**src/sv/lav_pkg.sv**
```systemverilog
package lav_pkg;

    typedef struct packed {
        logic signed [15:0] rot_00;
        logic signed [15:0] rot_01;
        logic signed [15:0] rot_02;
        logic signed [15:0] rot_10;
        logic signed [15:0] rot_11;
        logic signed [15:0] rot_12;
        logic signed [15:0] rot_20;
        logic signed [15:0] rot_21;
        logic signed [15:0] rot_22;
        logic signed [31:0] pos_x;
        logic signed [31:0] pos_y;
        logic signed [31:0] pos_z;
    } cmd_t;

    typedef struct packed {
        logic [1:0]         row_index;
        logic signed [31:0] col_0;
        logic signed [31:0] col_1;
        logic signed [31:0] col_2;
        logic signed [31:0] col_3;
        logic               clipped;
        logic               last_row;
    } row_t;

    // One vector job for the back end: components (Q4.28 max range) and position.
    typedef struct packed {
        logic [1:0]         row;
        logic signed [32:0] c0;
        logic signed [32:0] c1;
        logic signed [32:0] c2;
        logic               neg;
        logic signed [31:0] px;
        logic signed [31:0] py;
        logic signed [31:0] pz;
    } job_t;

    localparam logic [1:0] ROW_SIDE = 2'd0;
    localparam logic [1:0] ROW_UP   = 2'd1;
    localparam logic [1:0] ROW_GAZE = 2'd2;
    localparam logic [1:0] ROW_LAST = 2'd3;
    localparam logic signed [31:0] Q16_ONE = 32'sd65536;

endpackage

```
**src/sv/lav_queue.sv**
```systemverilog
module lav_queue #(
    parameter int DEPTH = 2
) (
    input  logic          clk,
    input  logic          rst_n,
    input  logic          in_valid,
    input  lav_pkg::job_t in_job,
    output logic          in_ready,
    output logic          out_valid,
    output lav_pkg::job_t out_job,
    input  logic          out_ready
);

    localparam int AW = (DEPTH > 1) ? $clog2(DEPTH) : 1;

    lav_pkg::job_t     mem_reg [DEPTH];
    logic [AW-1:0]     wr_reg, rd_reg;
    logic [AW:0]       cnt_reg;
    logic              push, pop;

    assign in_ready  = cnt_reg != (AW+1)'(DEPTH);
    assign out_valid = cnt_reg != '0;
    assign out_job   = mem_reg[rd_reg];
    assign push      = in_valid && in_ready;
    assign pop       = out_valid && out_ready;

    always_ff @(posedge clk or negedge rst_n)
    begin
        if (!rst_n)
        begin
            wr_reg  <= '0;
            rd_reg  <= '0;
            cnt_reg <= '0;
        end
        else
        begin
            if (push)
                wr_reg <= (wr_reg == AW'(DEPTH - 1)) ? '0 : wr_reg + 1'b1;
            if (pop)
                rd_reg <= (rd_reg == AW'(DEPTH - 1)) ? '0 : rd_reg + 1'b1;
            cnt_reg <= cnt_reg + (AW+1)'(push) - (AW+1)'(pop);
        end
    end

    always_ff @(posedge clk)
    begin
        if (push)
            mem_reg[wr_reg] <= in_job;
    end

endmodule

```
**config.mk**
```make
export PLATFORM = sky130hd
export DESIGN_NAME = lav_queue
export DESIGN_NICKNAME = d
export VERILOG_FILES = /design/src/sv/lav_pkg.sv /design/src/sv/lav_queue.sv
export SDC_FILE = /design/constraint.sdc
export NUM_CORES = 1
export LEC_CHECK = 0
export BUFFER_PORTS_ARGS = -buffer_cell sky130_fd_sc_hd__clkbuf_2
export CAP_MARGIN = 20
export CORE_ASPECT_RATIO = 1.5
export CORE_MARGIN = 2
export CORE_UTILIZATION = 49
export CTS_BUF_LIST = sky130_fd_sc_hd__clkbuf_4
export DETAILED_ROUTE_END_ITERATION = 12
export GPL_ROUTABILITY_DRIVEN = 1
export GPL_TIMING_DRIVEN = 0
export PLACE_DENSITY_LB_ADDON = 0.05
export SYNTH_ARGS = -nofsm -noshare
export SYNTH_HDL_FRONTEND = slang
export SYNTH_SLANG_ARGS = --single-unit
```
**constraint.sdc**
```tcl
create_clock -name clk -period 9 [get_ports clk]
set_input_delay 1.8 -clock clk [delete_from_list [all_inputs] [get_ports clk]]
set_output_delay 1.8 -clock clk [all_outputs]
set_load 0.02 [all_outputs]
```
Word level (Yosys, flattened, before mapping)

Memory sizes are Yosys's and may differ from the RTL's.
Cells that the tools add are included.

Bits of input ports: 202
Register bits: 4
Output and inout bits: 200
Memories kept: 1
Bits in writable memories: 396
Logic and storage cells: 16

Memories:

| memory  | depth | width | rd ports | clocked after Yosys merged registers in | write ports | line            | RTL |
|---|---|---|---|---|---|---|---|
| mem_reg | 2     | 198   | 1        | 0                                       | 1           | lav_queue.sv:16 | `lav_pkg::job_t mem_reg [DEPTH];` |

Eq/ne operators: 1
Reductions and logical operators: 3
Add/sub/neg operators: 4
Multiplexer cells: 4

Operators by type and width:

| kind                                        | count |
|---|---|
| 1-bit two-way mux                           | 4 |
| 1-bit adder (second input constant)         | 2 |
| 2-bit by 1-bit adder with 2-bit output      | 1 |
| 1-bit logical AND                           | 2 |
| 2-bit != test (second input constant)       | 1 |
| 2-bit nonzero test                          | 1 |
| 2-bit by 1-bit subtractor with 2-bit output | 1 |

Logic depth before layout (Yosys ltp)

Depth after elaboration: 4
Gate-level depth with buffers: 5
Gate-level depth less buffers: 5

Worst setup path after synthesis

OpenSTA, ideal clock, no wires.

Path type: input-to-reg
Start point: in in_valid
End point: mem mem_reg[0][0] in the netlist's numbering (enable)
Arrival: 10.090 ns
Setup slack: -1.849 ns
Data required time: 8.241 ns
Buffers on the path: 0
Library setup time: 0.759 ns
Cell stages on the path: 2
Path through: nand2_1 -> nor2_1

Longest elaborated chain between the ends: 3

RTL lines:

| item                                    | line            | RTL |
|---|---|---|
| start: declaration                      | lav_queue.sv:6  | `input logic in_valid,` |
| 1-bit logical AND                       | lav_queue.sv:24 | `assign push = in_valid && in_ready;` |
| 1-bit two-way mux                       | lav_queue.sv:47 | `if (push)` |
| 1-bit two-way mux (not written as such) | lav_queue.sv:48 | `mem_reg[wr_reg] <= in_job;` |
| end: declaration                        | lav_queue.sv:16 |  |

Every way passes these cells.

==> reports/results.md <==
| Item | Reported | Unit |
|---|---|---|
| Outcome | finished, final reports clean | - |
| Area growth, synth to finish | 25.6 | % |
| Leading cell types by count after synthesis | sky130_fd_sc_hd__edfxtp_1 (396), sky130_fd_sc_hd__mux2_4 (100), sky130_fd_sc_hd__mux2_2 (98) | - |
| Top FF cell, synth | sky130_fd_sc_hd__edfxtp_1 | - |
| Ports placed on the boundary | 402 | - |
| Number of antenna violations at the first check in global routing | 7 | - |
| Data required time at the worst endpoint | 7.20 | ns |
| # hold bufs at CTS | 0 | - |
| Number of nets at the end of the flow | 1346 | - |
| Synth area leader | sky130_fd_sc_hd__edfxtp_1 | - |
| DP HPWL | 20900 | um |
| Yosys top cell area share | 79.7 | % |
| Count of port buffers added during placement | 401 | - |
| Fraction of layout cells with a size suffix above 1 | 64.4 | % |
| Period utilisation layout | 44.0 | % |
| Number of standard-cell rows in the floorplan | 78 | - |
| Async set-reset flop share out of synthesis | 1.00 | % |
| Drt pass-1 iters | 5 | - |
| Initial drt markers | 316 | - |
| Number of buffer and inverter stages on the critical path | 4 | - |
| Most Frequent Cell on Critical Path | sky130_fd_sc_hd__buf_6 | - |
| Root Buffer | sky130_fd_sc_hd__clkbuf_4 | - |
| Syn nets | 841 | - |
| Type of the tightest min-delay check | register to register | - |
| Post-synthesis cell type count | 19 | - |
| Layout Skew | 0.0317 | ns |
| Seq/Total Area, Yosys | 80.4 | % |
| Number of storage elements in the synthesis netlist | 400 | - |
| Mean cell area of the mapped netlist | 23.4 | um2 |
| Die boundary height | 218 | um |
| Buffers inserted by post-CTS timing repair | 0 | - |
| Tmin final | 3.96 | ns |
| First-pass GRT wire length | 43500 | um |
| Vias in the first global route | 8151 | - |
| Latest clock arrival within the worst-skew pair | 0.75 | ns |
| Start-to-end type of the worst setup path | register to output port | - |
| Critical-path maximum fanout | 10 | - |
| Slowest cell on the critical path | sky130_fd_sc_hd__dfrtp_1 | - |
| Avg WL per Cell | 18.5 | um |
| Max stage delay on crit path | 0.34 | ns |
| Post-synthesis cell count | 638 | - |
| CTS tree | yes | - |
| Flip-flop count of the largest register after layout | 396 | - |
| Endpoint arrival time on the critical path | 2.16 | ns |
| Setup violators final | 0 | - |
| Clock Sink Count | 400 | - |
| Max cap viols | 0 | - |
| Cell type group with the largest total delay on the critical path | buffers and inverters | - |
| Die ar. | 31900 | um2 |
| Routed wire length | 29500 | um |
| Startpoint type of the worst setup path | register | - |
| Maximum number of pins on one net before global-route repair | 59 | - |
| Slew headroom | 46.9 | % |
| Number of buffers created by CTS | 91 | - |
| Clock slew seen by the registers of the worst setup and hold paths | 0.07 | ns |
| Critical path cell sequence | buf_6, buf_6, buf_6, mux2_4, clkbuf_2 | - |
| Actual transition at the worst max-transition pin | 0.794 | ns |
| Most area-consuming cells after synthesis | sky130_fd_sc_hd__edfxtp_1 (80%), sky130_fd_sc_hd__mux2_4 (10%), sky130_fd_sc_hd__mux2_2 (7.4%) | - |
| Leakage power figure | 7.50 | nW |
| Endpoint type of the worst setup path | output port | - |
| Most frequently used cell type in the post-synthesis netlist | sky130_fd_sc_hd__edfxtp_1 | - |
| Post-DR vias/cell | 4.85 | - |
| Setup total negative slack | 0 | ns |
| Standard cell core area | 30200 | um2 |
| Routed Antenna Nets | 0 | - |
| Total routing resource utilization after global routing | 18.3 | % |
| Number of enable-type register cells in the synthesized netlist | 396 | - |
| Max clock buf depth | 3 | - |
| Hold violation count in the final report | 0 | - |
| Setup slack at placement | 5.29 | ns |
| Slew Limit Fails | 0 | - |
| Overflow after GRT | 0 | - |
| Via total after detailed routing | 7749 | - |
| Post-cts gate resize count | 0 | - |
| YS warnings | 0 | - |
| Unrepaired setup endpoints after global routing | false | - |
| Chip width | 146 | um |
| Routability Congestion | 0.750 | - |
| VDD IR max | 167 | uV |
| Initial standard-cell utilization of the core | 49.5 | % |
| CTS H-tree depth | 3 | - |
| Netlist area before placement | 14900 | um2 |
| Pwr Density | 334 | nW/um2 |
| Worst-case setup margin in the final layout | 5.04 | ns |
| DRC | 0 | - |
| Achievable clock frequency | 0.252 | GHz |
| Final-layout fill cell count | 2314 | - |
where the power goes:
part	switching (W)	internal, W	total, W
registers	0.0000887	0.00254	0.00263
clock network	0.000627	0.000648	0.00127
logic	0.00136	0.000991	0.00235
stage by stage:
stage          utilization [%]  cells  hold slack [ns]  total power (W)  instance area (um2)
4_1_cts                   62.1   1590            0.568          0.00636                18700
6_report                  62.1   1597            0.564          0.00625                18700
3_5_place_dp              58.7   1450            0.556          0.00507                17700
3_3_place_gp              57.8   1439            0.494          0.00511                17400
2_1_floorplan                -    638            0.479          0.00434                14900
5_1_grt                   62.1   1595            0.604          0.00657                18700
kinds of logic (layout without fill, tap and decap cells):
logic type,Yosys count,after routing,synth area share (%)
XOR/XNOR,3,3,0.176
AND/OR/NAND/NOR,10,10,0.327
adder cells (fa/ha/maj),1,1,0.0839
flip-flops,400,400,80.4
buffers and inverters,22,574,1.33
AO/OA/AOI/OAI,4,4,0.210
multiplexers,198,198,17.5
other,0,7,0
layer usage:
| layer | vias up | GRT usage (%) | share of wire (%) |
|---|---|---|---|
| li1 | 3615 | - | - |
| met1 | 3774 | 18.4 | 34 |
| met2 | 313 | 32.5 | 54 |
| met3 | 45 | 7.28 | 9.1 |
| met4 | 2 | 9.71 | 3.1 |
| met5 | - | 0 | 0.051 |
layout make-up:
cell class	count	area [um2]	area share (%)
repair buffers	412	2270	12.1
clock buffers	122	916	4.89
plain buffers	22	198	1.06
clock inverters	18	100	0.534
well taps	400	500	2.67
multi-input cells	216	2740	14.6
diodes	7	17.5	0.0935
flip-flops and latches	400	12000	64.0
cells in the final DEF (no fill, tap or decap), drive strengths merged:
cell type  Yosys  final
a211oi         1      1
a21bo          1      1
a32oi          1      1
and3           1      1
buf           22     33
bufinv         0      1
clkbuf         0    523
clkinv         0     12
clkinvlp       0      1
dfrtp          4      4
diode          0      7
edfxtp       396    396
ha             1      1
inv            0      4
mux2         198    198
nand2          2      2
nand2b         1      1
nand3          1      1
nor2           3      3
nor2b          1      1
o21ai          1      1
or2            1      1
xnor2          3      3
worst paths after layout:
kind	startpoint	to	slack, ns	depth (start not counted)
setup / recovery	rd_reg	out_job[71]	5.04	5
hold / removal	wr_reg	wr_reg	0.56	1
setup reg to reg	cnt_reg[0]	mem_reg[1][168]	6.67	4
hold reg to reg	wr_reg	wr_reg	0.56	1
max in group asynchronous	rst_n	rd_reg	8.00	1
min in group asynchronous	rst_n	cnt_reg[0]	0.85	1
Power figures use the tool's default switching activity.
