--- src/sv/lav_pkg.sv ---
package lav_pkg;

    typedef struct packed {
        logic signed [15:0] rot_00;
        logic signed [15:0] rot_01;
        logic signed [15:0] rot_02;
        logic signed [15:0] rot_10;
        logic signed [15:0] rot_11;
        logic signed [15:0] rot_12;
        logic signed [15:0] rot_20;
        logic signed [15:0] rot_21;
        logic signed [15:0] rot_22;
        logic signed [31:0] pos_x;
        logic signed [31:0] pos_y;
        logic signed [31:0] pos_z;
    } cmd_t;

    typedef struct packed {
        logic [1:0]         row_index;
        logic signed [31:0] col_0;
        logic signed [31:0] col_1;
        logic signed [31:0] col_2;
        logic signed [31:0] col_3;
        logic               clipped;
        logic               last_row;
    } row_t;

    // One vector job for the back end: components (Q4.28 max range) and position.
    typedef struct packed {
        logic [1:0]         row;
        logic signed [32:0] c0;
        logic signed [32:0] c1;
        logic signed [32:0] c2;
        logic               neg;
        logic signed [31:0] px;
        logic signed [31:0] py;
        logic signed [31:0] pz;
    } job_t;

    localparam logic [1:0] ROW_SIDE = 2'd0;
    localparam logic [1:0] ROW_UP   = 2'd1;
    localparam logic [1:0] ROW_GAZE = 2'd2;
    localparam logic [1:0] ROW_LAST = 2'd3;
    localparam logic signed [31:0] Q16_ONE = 32'sd65536;

endpackage

--- src/sv/lav_front.sv ---
module lav_front (
    input  logic             clk,
    input  logic             rst_n,
    input  logic             start,
    input  lav_pkg::cmd_t    cmd,
    output logic             busy,
    output logic             job_valid,
    output lav_pkg::job_t    job,
    input  logic             job_ready
);

    logic                busy_reg, busy_next;
    logic [1:0]          phase_reg, phase_next;
    lav_pkg::cmd_t       cmd_reg;
    logic signed [31:0]  prod_a_reg [3];
    logic signed [31:0]  prod_b_reg [3];
    logic                prod_ok_reg, prod_ok_next;

    assign busy = busy_reg;

    // Cross product terms are registered from the captured command after accept.
    always_ff @(posedge clk or negedge rst_n)
    begin
        if (!rst_n)
        begin
            busy_reg    <= 1'b0;
            phase_reg   <= '0;
            prod_ok_reg <= 1'b0;
        end
        else
        begin
            busy_reg    <= busy_next;
            phase_reg   <= phase_next;
            prod_ok_reg <= prod_ok_next;
        end
    end

    always_ff @(posedge clk)
    begin
        if (start && !busy_reg)
            cmd_reg <= cmd;
        if (busy_reg && !prod_ok_reg)
        begin
            prod_a_reg[0] <= cmd_reg.rot_12 * cmd_reg.rot_21;
            prod_b_reg[0] <= cmd_reg.rot_22 * cmd_reg.rot_11;
            prod_a_reg[1] <= cmd_reg.rot_22 * cmd_reg.rot_01;
            prod_b_reg[1] <= cmd_reg.rot_02 * cmd_reg.rot_21;
            prod_a_reg[2] <= cmd_reg.rot_02 * cmd_reg.rot_11;
            prod_b_reg[2] <= cmd_reg.rot_12 * cmd_reg.rot_01;
        end
    end

    always_comb
    begin
        busy_next    = busy_reg;
        phase_next   = phase_reg;
        prod_ok_next = prod_ok_reg;
        job_valid    = busy_reg && prod_ok_reg;
        job.px       = cmd_reg.pos_x;
        job.py       = cmd_reg.pos_y;
        job.pz       = cmd_reg.pos_z;
        job.row      = phase_reg;
        job.neg      = 1'b0;
        job.c0       = '0;
        job.c1       = '0;
        job.c2       = '0;
        unique case (phase_reg)
            lav_pkg::ROW_SIDE:
            begin
                job.c0 = 33'(prod_a_reg[0]) - 33'(prod_b_reg[0]);
                job.c1 = 33'(prod_a_reg[1]) - 33'(prod_b_reg[1]);
                job.c2 = 33'(prod_a_reg[2]) - 33'(prod_b_reg[2]);
            end
            lav_pkg::ROW_UP:
            begin
                job.c0 = 33'(cmd_reg.rot_01);
                job.c1 = 33'(cmd_reg.rot_11);
                job.c2 = 33'(cmd_reg.rot_21);
            end
            lav_pkg::ROW_GAZE:
            begin
                job.neg = 1'b1;
                job.c0  = 33'(cmd_reg.rot_02);
                job.c1  = 33'(cmd_reg.rot_12);
                job.c2  = 33'(cmd_reg.rot_22);
            end
            default:
            begin
                job.c0 = '0;
            end
        endcase
        if (start && !busy_reg)
        begin
            busy_next    = 1'b1;
            phase_next   = lav_pkg::ROW_SIDE;
            prod_ok_next = 1'b0;
        end
        else if (busy_reg && !prod_ok_reg)
            prod_ok_next = 1'b1;
        else if (job_valid && job_ready)
        begin
            phase_next = phase_reg + 2'd1;
            if (phase_reg == lav_pkg::ROW_LAST)
                busy_next = 1'b0;
        end
    end

endmodule

--- config.mk ---
export PLATFORM = sky130hd
export DESIGN_NAME = lav_front
export DESIGN_NICKNAME = d
export VERILOG_FILES = /design/src/sv/lav_pkg.sv /design/src/sv/lav_front.sv
export SDC_FILE = /design/constraint.sdc
export NUM_CORES = 2
export LEC_CHECK = 0
export BUFFER_PORTS_ARGS = -buffer_cell sky130_fd_sc_hd__buf_2
export CORE_ASPECT_RATIO = 1.25
export CORE_MARGIN = 3
export CORE_UTILIZATION = 52
export CTS_CLUSTER_DIAMETER = 60
export CTS_CLUSTER_SIZE = 25
export DETAILED_ROUTE_END_ITERATION = 12
export GPL_TIMING_DRIVEN = 0
export PLACE_DENSITY = 0.72
export RECOVER_POWER = 25
export SYNTH_ARGS = -nofsm -noshare
export SYNTH_HDL_FRONTEND = slang
export SYNTH_SLANG_ARGS = --single-unit
export TNS_END_PERCENT = 100
--- constraint.sdc ---
create_clock -name clk -period 10.2 [get_ports clk]
set_input_delay 1.53 -clock clk [delete_from_list [all_inputs] [get_ports clk]]
set_output_delay 1.53 -clock clk [all_outputs]
set_load 0.02 [all_outputs]
# Word-level counts from Yosys, hierarchy flattened

Memory sizes are Yosys's and may differ from the RTL's.
Index checks and enable logic that the tools add are counted.

Register bits after elaboration: 196
Bits in latches: 0
Memory bits (writable): 192
ROM bits: 0
Output and inout bits: 200
Word-level logic and storage cells: 54
Memories: 2

Memories:

| memory     | words | width | rd ports | clocked after memory_dff | write ports | line            | text |
|---|---|---|---|---|---|---|---|
| prod_a_reg | 3     | 32    | 3        | 0                        | 3           | lav_front.sv:15 | `logic signed [31:0] prod_a_reg [3];` |
| prod_b_reg | 3     | 32    | 3        | 0                        | 3           | lav_front.sv:16 | `logic signed [31:0] prod_b_reg [3];` |

Add/subtract/negate cells: 4
Multiply operators: 6
Div/mod/pow operators: 0
Order comparisons: 0
Equal/unequal tests: 4
Shift operators: 0
Muxes and demuxes: 14
Bitwise operators: 0
Reduce and logical (&&, ||, !) cells: 12

Operators by type and width:

| kind                  | number |
|---|---|
| $pmux W66 S3          | 1 |
| $mul A16 B16 Y32      | 6 |
| $pmux W33 S3          | 1 |
| $sub A32 B32 Y33      | 3 |
| $mux W1               | 9 |
| $mux W2               | 3 |
| $reduce_bool A2 Y1    | 3 |
| $eq A2 B2 Y1 const B  | 2 |
| $logic_and A1 B1 Y1   | 4 |
| $reduce_and A3 Y1     | 1 |
| $add A2 B1 Y2 const B | 1 |
| $eq A2 B1 Y1 const B  | 1 |
| $logic_not A1 Y1      | 2 |
| $logic_not A2 Y1      | 1 |
| $ne A2 B2 Y1 const B  | 1 |
| $reduce_and A2 Y1     | 1 |

# Depth between registers and ports, before layout

Depth in word-level cells: 5
Depth in mapped cells: 25
Mapped depth without buffers: 23

# Worst setup path before layout

No wires, ideal clock.

Path kind: in2reg
Start point: input start
End point: register cmd_reg[100] (netlist bit) (enable)
Library setup time: 0.748 ns
Data arrival time: 9.478 ns
Path slack: -0.027 ns
Cell stages on the path: 2
Buffers on the path: 0
Cells stage by stage: inv_1 > nor2_1

Word-level cells in the longest chain between the ends: 1

RTL lines:

| element              | line            | text |
|---|---|---|
| start, declared      | lav_front.sv:4  | `input logic start,` |
| $logic_and A1 B1 Y1  | lav_front.sv:40 | `if (start && !busy_reg)` |
| end signal, assigned | lav_front.sv:41 | `cmd_reg <= cmd;` |
| end, declared        | lav_front.sv:14 | `lav_pkg::cmd_t cmd_reg;` |

Every way passes these cells.
A chain may end at the register's enable or synchronous reset.

==> run summary <==
The run finished, with violations left. The checks that failed: max-capacitance violations, max-slew violations. The net count after synthesis came out at 10,356. The dominant cell type by count on the critical path is fa_1. The total number of placement rows is 157.

The area of the die is 154,000 um2. Gates resized during post-CTS repair numbered 0. The I/O pin count came out at 444. The endpoint arrival time on the critical path came out at 9.30 ns. The average wire per cell in the routed design is 27.7 um. In this run the number of H-tree levels came out at 2. The combined global-route utilization of all metal layers came out at 0.381. Setup repair after global routing left no endpoint under its margin. The count of mapped cells out of synthesis is 7,944. The post-layout net count is 10,814. For this run, design rule violations remaining after detail routing come to 0. The pre-antenna-repair detailed-routing pass consisted of 10 iterations. Of the synthesized area, sequential elements account for 0.150.

The largest incremental delay on the critical path came out at 1.10 ns. Counting along the longest clock path gives a buffer depth of 3. The count of pins over their slew limit is 72. The final weighted congestion in routability-driven placement is 1.09. The count of yosys warnings during synthesis came out at 0. The largest net degree at the start of global routing is 38. Yosys attributes the largest share of cell area to fa_1 (41%), edfxtp_1 (15%), ha_1 (9.6%), inv_1 (9.0%), and2_1 (6.1%). The library cell used most frequently in the layout, excluding fill and tap cells, is inv_1.

The count of unique library cells instantiated by Yosys is 83. The via count is 60,282. The port buffer count is 395. Summing all flip-flop and latch instances after layout gives 11,600 um2. The highest net fanout along the worst path came out at 10. The overflow left after global routing came out at 0.

The utilization of the core after routing is 0.571. The path class of the tightest hold or removal check is flip-flop to flip-flop. The placement-stage worst setup slack came out at 1.52 ns. The initial utilization of the core area, before any placement, comes to 0.526. Summing every instance area after synthesis gives 77,400 um2. TritonCTS built the clock tree.

Clock skew on the completed layout was measured at 0.0395 ns. The startpoint-to-endpoint class of the critical path is flip-flop to flip-flop. Of the post-synthesis cell area, the dominant cell type holds 0.407. The number of clock buffers added by TritonCTS is 48. The mean post-synth cell area came out at 9.74 um2.

The number of antenna violations at the first check in global routing is 51. STA classifies the critical path endpoint as a flip-flop. Data on the critical path is required at its endpoint by 10.62 ns.

The worst path needs 8.88 ns of the cycle, external delays included. The source-to-sink clock delay at the later pin of the worst-skew pair is 0.72 ns. The post-CTS clock slew at the launch and capture registers of the worst setup and hold paths is 0.09 ns.

The worst path meets setup with 1.32 ns of slack. The library cells used most frequently in the layout, excluding fill and tap cells, are inv_1 (1,858), fa_1 (1,575), nand2_1 (806), and2_1 (748), ha_1 (593). Max-cap violations in this run came to 3. The remaining antenna violation count after routing is 0. The startpoint type of the worst setup path is a flip-flop.

The cell at the root of the clock tree is clkbuf_16. The number of hold violations in the final report is 0. The final HPWL from detailed placement came out at 241 mm.

The final setup violation count came out at 0. The fraction of synthesis flops using an asynchronous set or reset pin is 0.0103. The slowest cell on the critical path is edfxtp_1. Traced cell by cell, the critical path runs through clkbuf_1 > and2_1 > fa_1 > inv_1 > fa_1 > fa_1 > inv_1 > fa_1 > fa_1 > inv_1 > fa_1 > inv_1 > ha_1 > and3_1 > and3_1 > o211ai_1 > a21oi_1 > o2111ai_1 > nand3_1 > a221oi_1 > o21ai_1 > xor2_1. From left edge to right edge, the die measures 351 um. In this run the vertical extent of the chip is 437 um. The global-route wire length before repair came out at 415 mm. Using the TritonRoute via totals, the vias-per-cell ratio works out to 5.80. fa_1 takes more of the synthesized area than any other cell. The number of design-rule violations left by the first detailed-router iteration came out at 5,545.

The number of buffers inserted to repair setup after CTS came out at 0. The via count of the first global-routing pass came to 63,534. The fill cell total of the finished layout came out at 13,044. The worst slew margin relative to its limit is -0.443. Relative to the synthesized area, the layout overhead comes to 8.53%.

Summed over all layers, the routed wires come to 288 mm. In the synthesized netlist the dominant register cell turns out to be edfxtp_1. The number of storage elements in the synthesis netlist is 388. Summing all multi-input logic gate instances after layout gives 56,800 um2. The area of the core is 147,000 um2. The number of synthesized flops with an enable pin is 384. The highest achievable clock rate is 113 MHz. The number of hold buffers added after CTS is 0.

In the finished design, the share of the clock period the worst path needs comes to 0.871. Of the cells placed in the final design, the portion with a size suffix greater than 1 is 0.0730. The number of clock sinks is 388.

At the pin with the least slew margin, the transition time is 2.16 ns.
-- cell usage after synthesis (10+ instances only) --
library cell	count
a21o_1	118
clkbuf_1	322
a222oi_1	39
nand2_1	806
nand2b_1	56
o21ai_0	87
o211ai_1	12
inv_1	1858
o21bai_1	35
buf_4	96
nand4_1	16
xnor2_1	203
a21oi_1	239
xor2_1	83
ha_1	593
edfxtp_1	384
nor2_1	215
a31oi_1	23
or3_1	12
nor2b_1	28
and2_1	751
a211o_1	10
and3_1	19
a211oi_1	22
nor3_1	37
o21ai_1	48
nand3_1	43
fa_1	1575
o21a_1	46
-- stage by stage --
step,instances,setup TNS (ns),instance area (um2),hold slack (ns)
after global placement,10247,-850.87,81800,0.535
after floorplan,7944,0,77400,0.512
after CTS,10349,0,83900,0.569
after detailed placement,10260,0,82000,0.605
after global routing,10373,0,83900,0.597
final,10401,0,84000,0.585
-- worst max-delay path: cells and delay by family (launching register included) --
| family | cells | cell delay [ns] |
|---|---|---|
| simple gates | 4 | 1.01 |
| fa+ha+maj | 7 | 3.19 |
| flops | 1 | 1.10 |
| buf+inv | 5 | 1.17 |
| xor+xnor | 1 | 0.59 |
| compound gates | 5 | 1.51 |
-- cells by family after synthesis --
kind of cell	Yosys count	synth area share
adders and majority gates	2168	0.503
buffers and inverters	2286	0.116
DFF	388	0.150
and+or+nand+nor	2016	0.129
xor gates and xnor gates	286	0.0324
AOI/OAI and AO/OA	795	0.0689
muxes	5	0.000647
-- layer usage --
layer | vias up | routed length [um] | GRT usage
met5 | - | 82 | 0
met4 | 12 | 34700 | 0.362
met3 | 1268 | 31900 | 0.107
met2 | 3653 | 127000 | 0.578
met1 | 30339 | 94700 | 0.431
li1 | 25010 | - | -
-- cell type report --
class                           instances  share of cell area
Multi-Input combinational cell       5270               0.676
Sequential cell                       388               0.138
Inverter                             1860              0.0831
Tap cell                             1908              0.0284
Timing Repair Buffer                  408              0.0264
Buffer                                426              0.0233
Clock buffer                           49              0.0143
Clock inverter                         40             0.00788
Antenna cell                           52             0.00155
-- worst paths after layout --
kind                       slack, ns          from           endpoint  cells past startpoint
min reg2reg                     0.59   prod_ok_reg        prod_ok_reg                      1
max                             1.32  cmd_reg[165]  prod_b_reg[0][30]                     22
max in group asynchronous       9.38         rst_n       phase_reg[1]                      1
min                             0.59   prod_ok_reg        prod_ok_reg                      1
max reg2reg                     1.32  cmd_reg[165]  prod_b_reg[0][30]                     22
min in group asynchronous       0.62         rst_n               busy                      1
Power is left out: the tool's default activity adds up to more than one toggle a clock period on the data nets, which glitch-free logic cannot reach.
